File: config.mk
export PLATFORM = sky130hd
export DESIGN_NAME = ieu_front
export DESIGN_NICKNAME = d
export VERILOG_FILES = /design/src/rtl/core/ieu_pkg.sv /design/src/rtl/core/ieu_front.sv
export SDC_FILE = /design/constraint.sdc
export NUM_CORES = 1
export LEC_CHECK = 0
export BUFFER_PORTS_ARGS = -buffer_cell sky130_fd_sc_hd__buf_2
export CORE_MARGIN = 2
export CORE_UTILIZATION = 55
export DETAILED_ROUTE_END_ITERATION = 7
export PLACE_DENSITY = 0.87
export SLEW_MARGIN = 20
export SYNTH_ARGS = -nofsm -noshare
export SYNTH_HDL_FRONTEND = slang
export SYNTH_SLANG_ARGS = --single-unit
File: constraint.sdc
create_clock -name clk -period 12.9 [get_ports clk]
set_input_delay 1.29 -clock clk [delete_from_list [all_inputs] [get_ports clk]]
set_output_delay 1.29 -clock clk [all_outputs]
set_load 0.03 [all_outputs]
File: src/rtl/core/ieu_pkg.sv
// ----------------------------------------------------------------------------
// ieu_pkg: shared types and constants of the execute unit
// Opcode codes, status codes, memory operation codes and the queue entry type.
// ----------------------------------------------------------------------------
package ieu_pkg;

	localparam int NumRegs   = 8;
	localparam int WordWidth = 64;
	localparam int RegIdxW   = $clog2(NumRegs);
	localparam int QDepth    = 2;

	localparam logic [2:0] RetReg = 3'd7;
	localparam logic [1:0] PtrPc  = 2'd0;
	localparam logic [1:0] PtrSp  = 2'd1;

	typedef enum logic [5:0] {
		OP_ADD2 = 6'd0, OP_ADD2I = 6'd1, OP_SUB2 = 6'd2, OP_SUB2I = 6'd3,
		OP_CMP = 6'd4, OP_CMPI = 6'd5, OP_LET = 6'd6, OP_LETI = 6'd7,
		OP_SHIFT = 6'd8, OP_READZE = 6'd9, OP_READSE = 6'd10, OP_JUMP = 6'd11,
		OP_JUMPIF = 6'd12, OP_OR2 = 6'd13, OP_OR2I = 6'd14, OP_AND2 = 6'd15,
		OP_AND2I = 6'd16, OP_WRITE = 6'd17, OP_CALL = 6'd18, OP_SETCTR = 6'd19,
		OP_GETCTR = 6'd20, OP_PUSH = 6'd21, OP_RETURN = 6'd22, OP_ADD3 = 6'd23,
		OP_ADD3I = 6'd24, OP_SUB3 = 6'd25, OP_SUB3I = 6'd26, OP_AND3 = 6'd27,
		OP_AND3I = 6'd28, OP_OR3 = 6'd29, OP_OR3I = 6'd30, OP_XOR3 = 6'd31,
		OP_XOR3I = 6'd32, OP_ASR3 = 6'd33
	} opcode_t;

	localparam logic [5:0] OpcodeLimit = 6'd34;

	localparam logic [1:0] ST_OK      = 2'd0;
	localparam logic [1:0] ST_LOAD    = 2'd1;
	localparam logic [1:0] ST_ILLEGAL = 2'd2;
	localparam logic [1:0] ST_STACK   = 2'd3;

	localparam logic [1:0] MEM_NONE  = 2'd0;
	localparam logic [1:0] MEM_READ  = 2'd1;
	localparam logic [1:0] MEM_WRITE = 2'd2;

	localparam logic [1:0] CFG_STACK = 2'd0;
	localparam logic [1:0] CFG_DATA  = 2'd1;
	localparam logic [1:0] CFG_VRAM  = 2'd2;
	localparam logic [1:0] CFG_TEXT  = 2'd3;

	// One classified beat as it travels from the front to the back.
	typedef struct packed {
		logic                 is_load;
		logic                 illegal;
		logic [5:0]           opcode;
		logic [RegIdxW-1:0]   reg_d;
		logic [RegIdxW-1:0]   reg_m;
		logic [RegIdxW-1:0]   reg_n;
		logic [2:0]           sel;
		logic [6:0]           sz;
		logic [WordWidth-1:0] konst;
		logic [6:0]           len;
		logic [WordWidth-1:0] load_data;
	} ieu_item_t;

endpackage

File: src/rtl/core/ieu_front.sv
// ----------------------------------------------------------------------------
// ieu_front: input classification and decoupling queue
// Accepts beats, clamps sizes, flags illegal opcodes and queues the result.
// ----------------------------------------------------------------------------
module ieu_front (
	input  logic                    clk,
	input  logic                    arst_n,
	input  logic                    valid,
	output logic                    ready,
	input  logic                    req_type,
	input  logic [5:0]              opcode,
	input  logic [2:0]              reg_d,
	input  logic [2:0]              reg_m,
	input  logic [2:0]              reg_n,
	input  logic [2:0]              small_select,
	input  logic [6:0]              size_or_shift,
	input  logic signed [63:0]      constant,
	input  logic [6:0]              insn_length,
	input  logic [63:0]             load_data,
	output logic                    q_valid,
	input  logic                    q_pop,
	output ieu_pkg::ieu_item_t      q_item
);
	import ieu_pkg::*;

	ieu_item_t                     entry_q [QDepth];
	logic [$clog2(QDepth)-1:0]     wr_ptr_q, rd_ptr_q;
	logic [$clog2(QDepth):0]       count_q;
	ieu_item_t                     cls;
	logic                          push;

	always_comb begin
		cls.is_load   = req_type;
		cls.illegal   = (opcode >= OpcodeLimit);
		cls.opcode    = opcode;
		cls.reg_d     = reg_d;
		cls.reg_m     = reg_m;
		cls.reg_n     = reg_n;
		cls.sel       = small_select;
		cls.sz        = (size_or_shift > 7'd64) ? 7'd64 : size_or_shift;
		cls.konst     = constant;
		cls.len       = insn_length;
		cls.load_data = load_data;
	end

	assign ready   = (count_q != QDepth[$clog2(QDepth):0]);
	assign push    = valid && ready;
	assign q_valid = (count_q != '0);
	assign q_item  = entry_q[rd_ptr_q];

	always_ff @(posedge clk) begin
		if (push) begin
			entry_q[wr_ptr_q] <= cls;
		end
	end

	always_ff @(posedge clk or negedge arst_n) begin
		if (!arst_n) begin
			wr_ptr_q <= '0;
			rd_ptr_q <= '0;
			count_q  <= '0;
		end else begin
			if (push) wr_ptr_q <= wr_ptr_q + 1'b1;
			if (q_pop) rd_ptr_q <= rd_ptr_q + 1'b1;
			case ({push, q_pop})
				2'b10:   count_q <= count_q + 1'b1;
				2'b01:   count_q <= count_q - 1'b1;
				default: count_q <= count_q;
			endcase
		end
	end

endmodule

After elaboration in Yosys (flattened, before gate mapping)
Memory sizes are Yosys's and may differ from the RTL's.
Cells that the tools add are included.
{"block": "totals", "ff_bits": 4, "mem_bits_rw": 324, "in_bits": 165, "out_inout_bits": 164, "elab_cells": 20, "mem_count": 1}
{"memory": "entry_q", "words": 2, "width": 162, "rd": 1, "rd_clocked_by_memory_dff": 0, "wr": 1, "line": "ieu_front.sv:26", "source": "ieu_item_t entry_q [QDepth];"}
{"block": "op_classes", "add_sub_neg": 4, "magnitude_cmp": 2, "eq_ne": 3, "mux": 4, "n_reduce_logical": 3}
{"operator": "> comparator 7 bit, second input constant", "n": 1}
{"operator": "two-way mux 7 bit", "n": 1}
{"operator": "greater-or-equal comparator 6 bit, second input constant", "n": 1}
{"operator": "case mux 2 bit (2 select lines)", "n": 1}
{"operator": "nonzero test 2 bit", "n": 2}
{"operator": "adder 1 bit, second input constant", "n": 2}
{"operator": "adder 2 x 1 -> 2 bit, second input constant", "n": 1}
{"operator": "== test 2 x 1 -> 1 bit, second input constant", "n": 1}
{"operator": "== test 2 bit, second input constant", "n": 1}
{"operator": "two-way mux 1 bit", "n": 2}
{"operator": "!= test 2 bit, second input constant", "n": 1}
{"operator": "subtractor 2 x 1 -> 2 bit, second input constant", "n": 1}
{"operator": "logical AND 1 bit", "n": 1}

Longest topological paths before layout
Gate-level depths: netlist (run 1).
{"block": "logic_depth", "depth_word": 4, "ltp_mapped": 6, "ltp_nobuf": 6}

Worst setup path before layout (run 1)
Ideal clock, no wire load.
{"block": "synth_path", "path_type": "input-to-reg", "startpoint": "input port valid", "endpoint": "memory entry_q[0][0] (netlist bit), enable pin", "setup_ps": 687, "arrival_ps": 8117, "required_ps": 12213, "path_slack_ps": 4096, "cell_stages": 2, "n_path_buf": 0, "cell_sequence": "nand2_1 > nor2_1"}
{"block": "synth_between", "elab_chain_cells": 3}
{"item": "from (decl)", "line": "ieu_front.sv:8", "source": "input logic valid,"}
{"item": "logical AND 1 bit", "line": "ieu_front.sv:47", "source": "assign push = valid && ready;"}
{"item": "two-way mux 1 bit", "line": "ieu_front.sv:52", "source": "if (push) begin"}
{"item": "two-way mux 1 bit (implied by the code)", "line": "ieu_front.sv:53", "source": "entry_q[wr_ptr_q] <= cls;"}
{"item": "to (decl)", "line": "ieu_front.sv:26"}
No other way between the ends.

==> parameters.txt, run 1 <==
Parameter                              Value

Timing
  Number of pins with negative max-slew slack in the final report ... 0
  Actual transition at the worst max-transition pin ... approximately 1100 ps
  Worst slew margin ... 28.05%
  Hold Violations, Final ... 0
  Setup clock skew after layout ... 6.928 ps
  Final critical-path share of the clock period ... around 32%
  RSZ-0062 raised after global routing ... false
  Final total negative setup slack ... 0 ps
  Worst hold slack across all endpoints ... 487.9 ps
  Clock period minus worst slack ... between 4000 and 5000 ps
  Count of endpoints failing setup in the final report ... 0
  Highest attainable clock frequency ... 0.2390 GHz

Synthesis
  Number of flip-flops and latches in the synthesized netlist ... 328
  Post-synthesis net count ... 694
  Count of distinct cell types in the synthesized netlist ... 17
  Number of instances in the synthesized netlist ... ~530
  Area of the mapped netlist ... roughly 12000 um2
  Area share of the largest cell type after synthesis ... 79.74%
  Average size of a mapped cell ... 23.11 um2
  Sequential fraction of the synthesis area ... 80.56%
  YS warnings ... 0
  Ranking of synthesized cells by area ... edfxtp_1, mux2_4, mux2_2, buf_6, dfrtp_1
  Synth area leader ... edfxtp_1

Global routing
  Global-route wire length before repair ... 35020 um
  Initial antenna violation count ... 6
  GR Util All Layers ... between 10% and 20%
  Via count of the first global-routing pass ... 6543
  Global route total overflow ... 0
  Largest net degree at the start of global routing ... between 80 and 90

Status
  Result of the run ... finished clean

Finish
  Area overhead of the layout relative to synthesis ... 23.63%
  Leading cell type in the layout, fill and taps excluded ... buf_2
  Fin nets ... roughly 1000
  Fill cell instance count of the final layout ... 1374
  Fraction of final layout cells sized beyond drive strength 1 ... 60.11%
  Most used cells in the layout excluding fill and tap cells ... buf_2, edfxtp_1, mux2_2
  Combined area of the multi-input logic cells ... 2235 um2
  Sequential cell area ... 9833 um2

Die
  Core Region ... about 22000 um2
  Area enclosed by the die boundary ... 23390 um2
  Initial standard-cell utilization of the core ... 55.91%
  Count of pins on the block boundary ... 329
  Vert. Die Dim ... ~150 um
  Placement Rows ... 54
  Die extent in x ... about 150 um

Routing
  Detailed-router iteration count before antenna repair ... 7
  Count of nets left with antenna violations after detail routing ... 0
  Via count ... between 6000 and 7000
  Total DRC errors in the routed layout ... 0
  WL/cell ... 19.75 um
  DRT iter0 DRCs ... 336
  Vias per cell ... between 5 and 6
  Total detailed-routing wirelength ... 23400 um

Clock network
  CTS Root Cell ... clkbuf_16
  Hold buffer count at CTS ... 0
  Number of setup buffers added after CTS ... 0
  Max Buffers Root-to-Sink ... 3
  CTS sink cnt ... around 330
  Clock Latency Late Sink ... approximately 540 ps
  Deepest level of the CTS H-tree ... 1
  Clock tree from TritonCTS ... built
  CTS clk-pin slew, worst paths ... about 60 ps
  Post-cts gate resize count ... 0
  CTS buffer count ... 31

Power and ir drop
  Design Power ... 3.762 mW
  Leakage power ... just under 6 nW
  Worst VDD drop ... 0.2795 mV
  Power density relative to cell area ... 249.4 nW/um2

Min path
  Launch instance of the worst min-delay path ... count_q[1]$_DFFE_PN0P_
  Endpoint of the worst hold path ... count_q[1]$_DFFE_PN0P_
  Class of the most critical hold timing path ... reg -> reg
  Hold Path Cell Cnt ... 1

Setup path
  Critical path peak fanout ... 72
  Critical Path Sink Type ... output pin
  Startpoint kind of the worst setup timing path ... flop
  Cells traversed along the worst timing path ... buf_4 > mux2_2 > buf_2
  Critical path type ... reg -> out
  Worst reg-to-reg path cell count ... 4
  Worst path max stage delay ... a little over 800 ps
  Setup slack, reg-to-reg ... roughly 11000 ps
  Worst EP arrival ... 2890 ps
  Endpoint of the lowest-slack register-to-register path ... entry_q[0][132]$_DFFE_PP_
  Master of the slowest instance on the critical path ... dfrtp_4
  Reg-to-reg critical path startpoint ... count_q[0]$_DFFE_PN0P_
  Top cell family by delay on the critical path ... buffers and inverters
  Endpoint required time on the critical path ... ~12000 ps
  Buffering stage count on the worst path with inverters included ... 2

Run
  Max Cap Viol ... 0

Placement
  Half-perimeter wire length of the detailed placement result ... 15420 um
  Routability congestion estimate ... 0.7663
  # port buffers ... 328
-- state kept, by name (all words and copies together) (netlist names) --
| register | count |
|---|---|
| entry_q | 324 |
| count_q | 2 |
| rd_ptr_q | 1 |
| wr_ptr_q | 1 |
-- synth_stat cells --
| cell type | instances |
|---|---|
| edfxtp_1 | 324 |
| mux2_2 | 92 |
| mux2_4 | 70 |
| buf_2 | 9 |
| buf_6 | 9 |
| nor2b_1 | 6 |
| dfrtp_1 | 4 |
| xnor2_1 | 3 |
| nor2_1 | 2 |
| xor2_1 | 2 |
| and3_1 | 1 |
| clkbuf_1 | 1 |
| ha_1 | 1 |
| nand2_1 | 1 |
| nand2b_1 | 1 |
| o41a_1 | 1 |
| or2_2 | 1 |
-- metrics by stage --
step / instances / utilization (%) / area, um2 / worst slack [ps]
6_report: 1185 / 69.12 / 15080 / 8715
5_1_grt: 1184 / 69.11 / 15080 / 8562
4_1_cts: 1179 / 68.94 / 15040 / 8680
3_5_place_dp: 1123 / 64.63 / 14100 / 9260
3_3_place_gp: 1123 / 64.63 / 14100 / 9236
2_1_floorplan: 528 / - / 12200 / 4096
-- power by group --
| part | total, mW | internal (mW) | switching (mW) |
|---|---|---|---|
| clock network | 0.834 | 0.477 | 0.356 |
| registers | 1.55 | 1.46 | 0.0871 |
| logic | 1.38 | 0.500 | 0.881 |
-- final cells by class --
class                           instances  area share, %
Antenna cell                            5        0.08295
Timing Repair Buffer                  335          11.36
Clock inverter                         20         0.9622
Clock buffer                           36          5.267
Multi-Input combinational cell        181          14.81
Tap cell                              280          2.322
Sequential cell                       328          65.19
-- routing by layer --
metal / up-vias / track usage (%) / part of all wire [%]
met4: 2 / 6.878 / 2.6
met1: 2997 / 21.88 / 36
met5: - / 0 / 0.051
li1: 2812 / - / -
met3: 47 / 5.841 / 8.7
met2: 292 / 34.42 / 52
-- worst max-delay path by stage --
stage / start / end / slack [ps] / cells past startpoint
detailed placement: rd_ptr_q$_DFFE_PN0P_ / q_item[20] / 9260 / 3
floorplan: valid / entry_q[0][0]$_DFFE_PP_ / 4100 / 2
global route: rd_ptr_q$_DFFE_PN0P_ / q_item[27] / 8560 / 3
finish: rd_ptr_q$_DFFE_PN0P_ / q_item[43] / 8720 / 3
global placement: rd_ptr_q$_DFFE_PN0P_ / q_item[39] / 9240 / 3
CTS: rd_ptr_q$_DFFE_PN0P_ / q_item[40] / 8680 / 3
-- logic make-up (layout without fill, tap and decap cells) --
group                    count (synthesis)  after routing  share of synthesized area, %
AO/OA/AOI/OAI                            1              1                       0.09228
XOR/XNOR                                 5              5                        0.3590
adder cells (fa/ha/maj)                  1              1                        0.1025
buffers and inverters                   19            391                         1.230
flip-flops                             328            328                         80.56
multiplexers                           162            162                         17.10
other                                    0              5                             0
AND/OR/NAND/NOR                         12             12                        0.5539
No activity file was read; power rests on OpenSTA's default activity.
==> run 2: changes to the inputs <==
CORE_UTILIZATION = 47   (was 55)
PLACE_DENSITY = 0.79   (was 0.87)
clock period = 3.5 ns   (was 12.9 ns; I/O delays follow)
==> parameters.txt, run 2 (synthesized netlist as in run 1, its figures left out) <==
Parameter                              Value

Clock network
  Hold buffer count at CTS ... 151 (was 0)
  Number of setup buffers added after CTS ... 0 (unchanged)
  CTS sink cnt ... 328 (unchanged)
  Clock Latency Late Sink ... 540 ps (about the same)
  CTS Root Cell ... clkbuf_16 (unchanged)
  Clock tree from TritonCTS ... built (unchanged)
  CTS clk-pin slew, worst paths ... 60 ps (about the same)
  Post-cts gate resize count ... 0 (unchanged)
  Deepest level of the CTS H-tree ... 1 (unchanged)
  Max Buffers Root-to-Sink ... 3 (unchanged)
  CTS buffer count ... 31 (unchanged)

Timing
  Final total negative setup slack ... 0 ps (unchanged)
  Clock period minus worst slack ... 2848 ps
  Worst slew margin ... 40.80% (was 28.05%)
  Minimum setup slack in the final design ... 652.2 ps (was 8715 ps)
  Setup clock skew after layout ... 7.939 ps (was 6.928 ps)
  RSZ-0062 raised after global routing ... false (unchanged)
  Final critical-path share of the clock period ... 81.37%
  Count of endpoints failing setup in the final report ... 0 (unchanged)
  Actual transition at the worst max-transition pin ... 885.9 ps (was 1079 ps)
  Hold Violations, Final ... 0 (unchanged)
  Number of pins with negative max-slew slack in the final report ... 0 (unchanged)
  Highest attainable clock frequency ... 0.3511 GHz

Finish
  Fraction of final layout cells sized beyond drive strength 1 ... 51.62% (was 60.11%)
  Biggest regs ... entry_q (324), count_q (2) (unchanged)
  Fin nets ... 1198 (was 1043)
  Sequential cell area ... 9833 um2 (unchanged)
  Combined area of the multi-input logic cells ... 2250 um2 (was 2235 um2)
  Fill cell instance count of the final layout ... 1651 (was 1374)
  Area overhead of the layout relative to synthesis ... 36.86% (was 23.63%)
  Leading cell type in the layout, fill and taps excluded ... buf_2 (unchanged)
  Register containing the most flip-flops in the final layout ... entry_q (unchanged)
  Most used cells in the layout excluding fill and tap cells ... buf_2, edfxtp_1, dlygate4sd3_1 (was buf_2, edfxtp_1, mux2_2)
  Flip-flop count of the largest register, all copies and words added ... 324 (unchanged)

Placement
  Half-perimeter wire length of the detailed placement result ... 16340 um (was 15420 um)
  Pre-CTS worst setup slack ... 1194 ps (was 9260 ps)
  Routability congestion estimate ... 0.7527 (was 0.7663)
  # port buffers ... 328 (unchanged)

Die
  Count of pins on the block boundary ... 329 (unchanged)
  Vert. Die Dim ... 165.1 um (was 152.9 um)
  Die extent in x ... 165.1 um (was 152.9 um)
  Placement Rows ... 58 (was 54)
  Area enclosed by the die boundary ... 27270 um2 (was 23390 um2)
  Initial standard-cell utilization of the core ... 48.18% (was 55.91%)
  Core Region ... 25330 um2 (was 21820 um2)

Global routing
  Global-route wire length before repair ... 38770 um (was 35020 um)
  Global route total overflow ... 0 (unchanged)
  Initial antenna violation count ... 2 (was 6)
  Largest net degree at the start of global routing ... 58 (was 82)
  Via count of the first global-routing pass ... 7247 (was 6543)
  GR Util All Layers ... 18.82% (was 19.22%)

Routing
  DRT iter0 DRCs ... 382 (was 336)
  Vias per cell ... 4.913 (was 5.190)
  Total DRC errors in the routed layout ... 0 (unchanged)
  Total detailed-routing wirelength ... 26770 um (was 23400 um)
  Via count ... 6790 (was 6150)
  Detailed-router iteration count before antenna repair ... 4 (was 7)
  Count of nets left with antenna violations after detail routing ... 0 (unchanged)
  WL/cell ... 19.37 um (was 19.75 um)

Setup path
  Reg-to-reg critical path startpoint ... count_q[0]$_DFFE_PN0P_ (unchanged)
  Critical path peak fanout ... 43 (was 72)
  Startpoint kind of the worst setup timing path ... flop (unchanged)
  Setup slack, reg-to-reg ... 1360 ps (was 10610 ps)
  Endpoint required time on the critical path ... 3150 ps (was 11610 ps)
  Critical Path Sink Type ... output pin (unchanged)
  Worst EP arrival ... 2500 ps (was 2890 ps)
  Endpoint of the lowest-slack register-to-register path ... entry_q[1][131]$_DFFE_PP_ (was entry_q[0][132]$_DFFE_PP_)
  Cells traversed along the worst timing path ... buf_4 > mux2_2 > buf_2 (unchanged)
  Worst reg-to-reg path cell count ... 3 (was 4)
  Master of the slowest instance on the critical path ... dfrtp_4 (unchanged)
  Worst path max stage delay ... 880 ps (was 820 ps)
  Critical path type ... reg -> out (unchanged)

Power and ir drop
  P_int ... 9.073 mW (was 2.438 mW)
  Clock Power Share ... 21.3% (was 22.2%)
  Leakage power ... 6.485 nW (was 5.833 nW)
  NetSw ... 5.024 mW (was 1.324 mW)
  Switching part of the total power ... 35.64% (was 35.20%)
  Combinational Power Share ... 38.1% (was 36.7%)
  Worst VDD drop ... 0.6448 mV (was 0.2795 mV)
  Part of the total power dissipated in sequential elements ... 40.6% (was 41.2%)
  Power density relative to cell area ... 844.1 nW/um2 (was 249.4 nW/um2)

Min path
  Class of the most critical hold timing path ... in -> reg (was reg -> reg)
  Hold Path Cell Cnt ... 1 (unchanged)
  Endpoint of the worst hold path ... entry_q[0][80]$_DFFE_PP_ (was count_q[1]$_DFFE_PN0P_)
  Launch instance of the worst min-delay path ... constant[9] (was count_q[1]$_DFFE_PN0P_)

Run
  Max Cap Viol ... 0 (unchanged)

Status
  Result of the run ... finished clean (unchanged)
run 2: final cells by class:
type | count | area share (%)
well taps | 330 | 2.472
repair buffers | 490 | 19.82
clock buffers | 40 | 4.848
flip-flops and latches | 328 | 58.88
diodes | 2 | 0.02997
multi-input cells | 181 | 13.47
clock inverters | 11 | 0.4720
run 2: how the worst max path moves through the flow:
stage                            from                      end
5_1_grt          rd_ptr_q$_DFFE_PN0P_              q_item[135]
2_1_floorplan  count_q[0]$_DFFE_PN0P_  entry_q[0][0]$_DFFE_PP_
3_3_place_gp     rd_ptr_q$_DFFE_PN0P_              q_item[139]
6_report         rd_ptr_q$_DFFE_PN0P_              q_item[135]
4_1_cts          rd_ptr_q$_DFFE_PN0P_              q_item[137]
3_5_place_dp     rd_ptr_q$_DFFE_PN0P_              q_item[137]
run 2: layer usage:
layer / part of all wire [%] / up-vias / track usage, %
met3: 7.9 / 51 / 4.870
li1: - / 3108 / -
met4: 2.7 / 0 / 5.731
met1: 37 / 3336 / 21.11
met2: 52 / 295 / 35.04
met5: 0 / - / 0
run 2: critical path: cells and delay by family (launching register included):
kind,cells,cell delay [ps]
buffers and inverters,2,660
flip-flops,1,880
multiplexers,1,390
run 2: power groups by stage:
stage	Clock, mW	Sequential [mW]	Combinational, mW
finish	3.00	5.72	5.38
global route	3.23	5.80	5.66
CTS	3.06	5.72	5.40
detailed placement	0	5.80	5.24
global placement	0	5.74	5.21
floorplan	0	5.66	4.01
run 2: per-stage QoR:
stage | cell area (um2) | cells | utilization, % | hold WS (ps) | power, mW
after detailed placement | 14300 | 1178 | 56.44 | 164.9 | 11.03
after global routing | 16700 | 1382 | 65.94 | 7.076 | 14.70
after global placement | 14300 | 1178 | 56.44 | 162.8 | 10.94
after CTS | 16690 | 1380 | 65.92 | 0.2837 | 14.18
after floorplan | 12230 | 528 | - | 54.41 | 9.665
final | 16700 | 1382 | 65.94 | 22.04 | 14.10
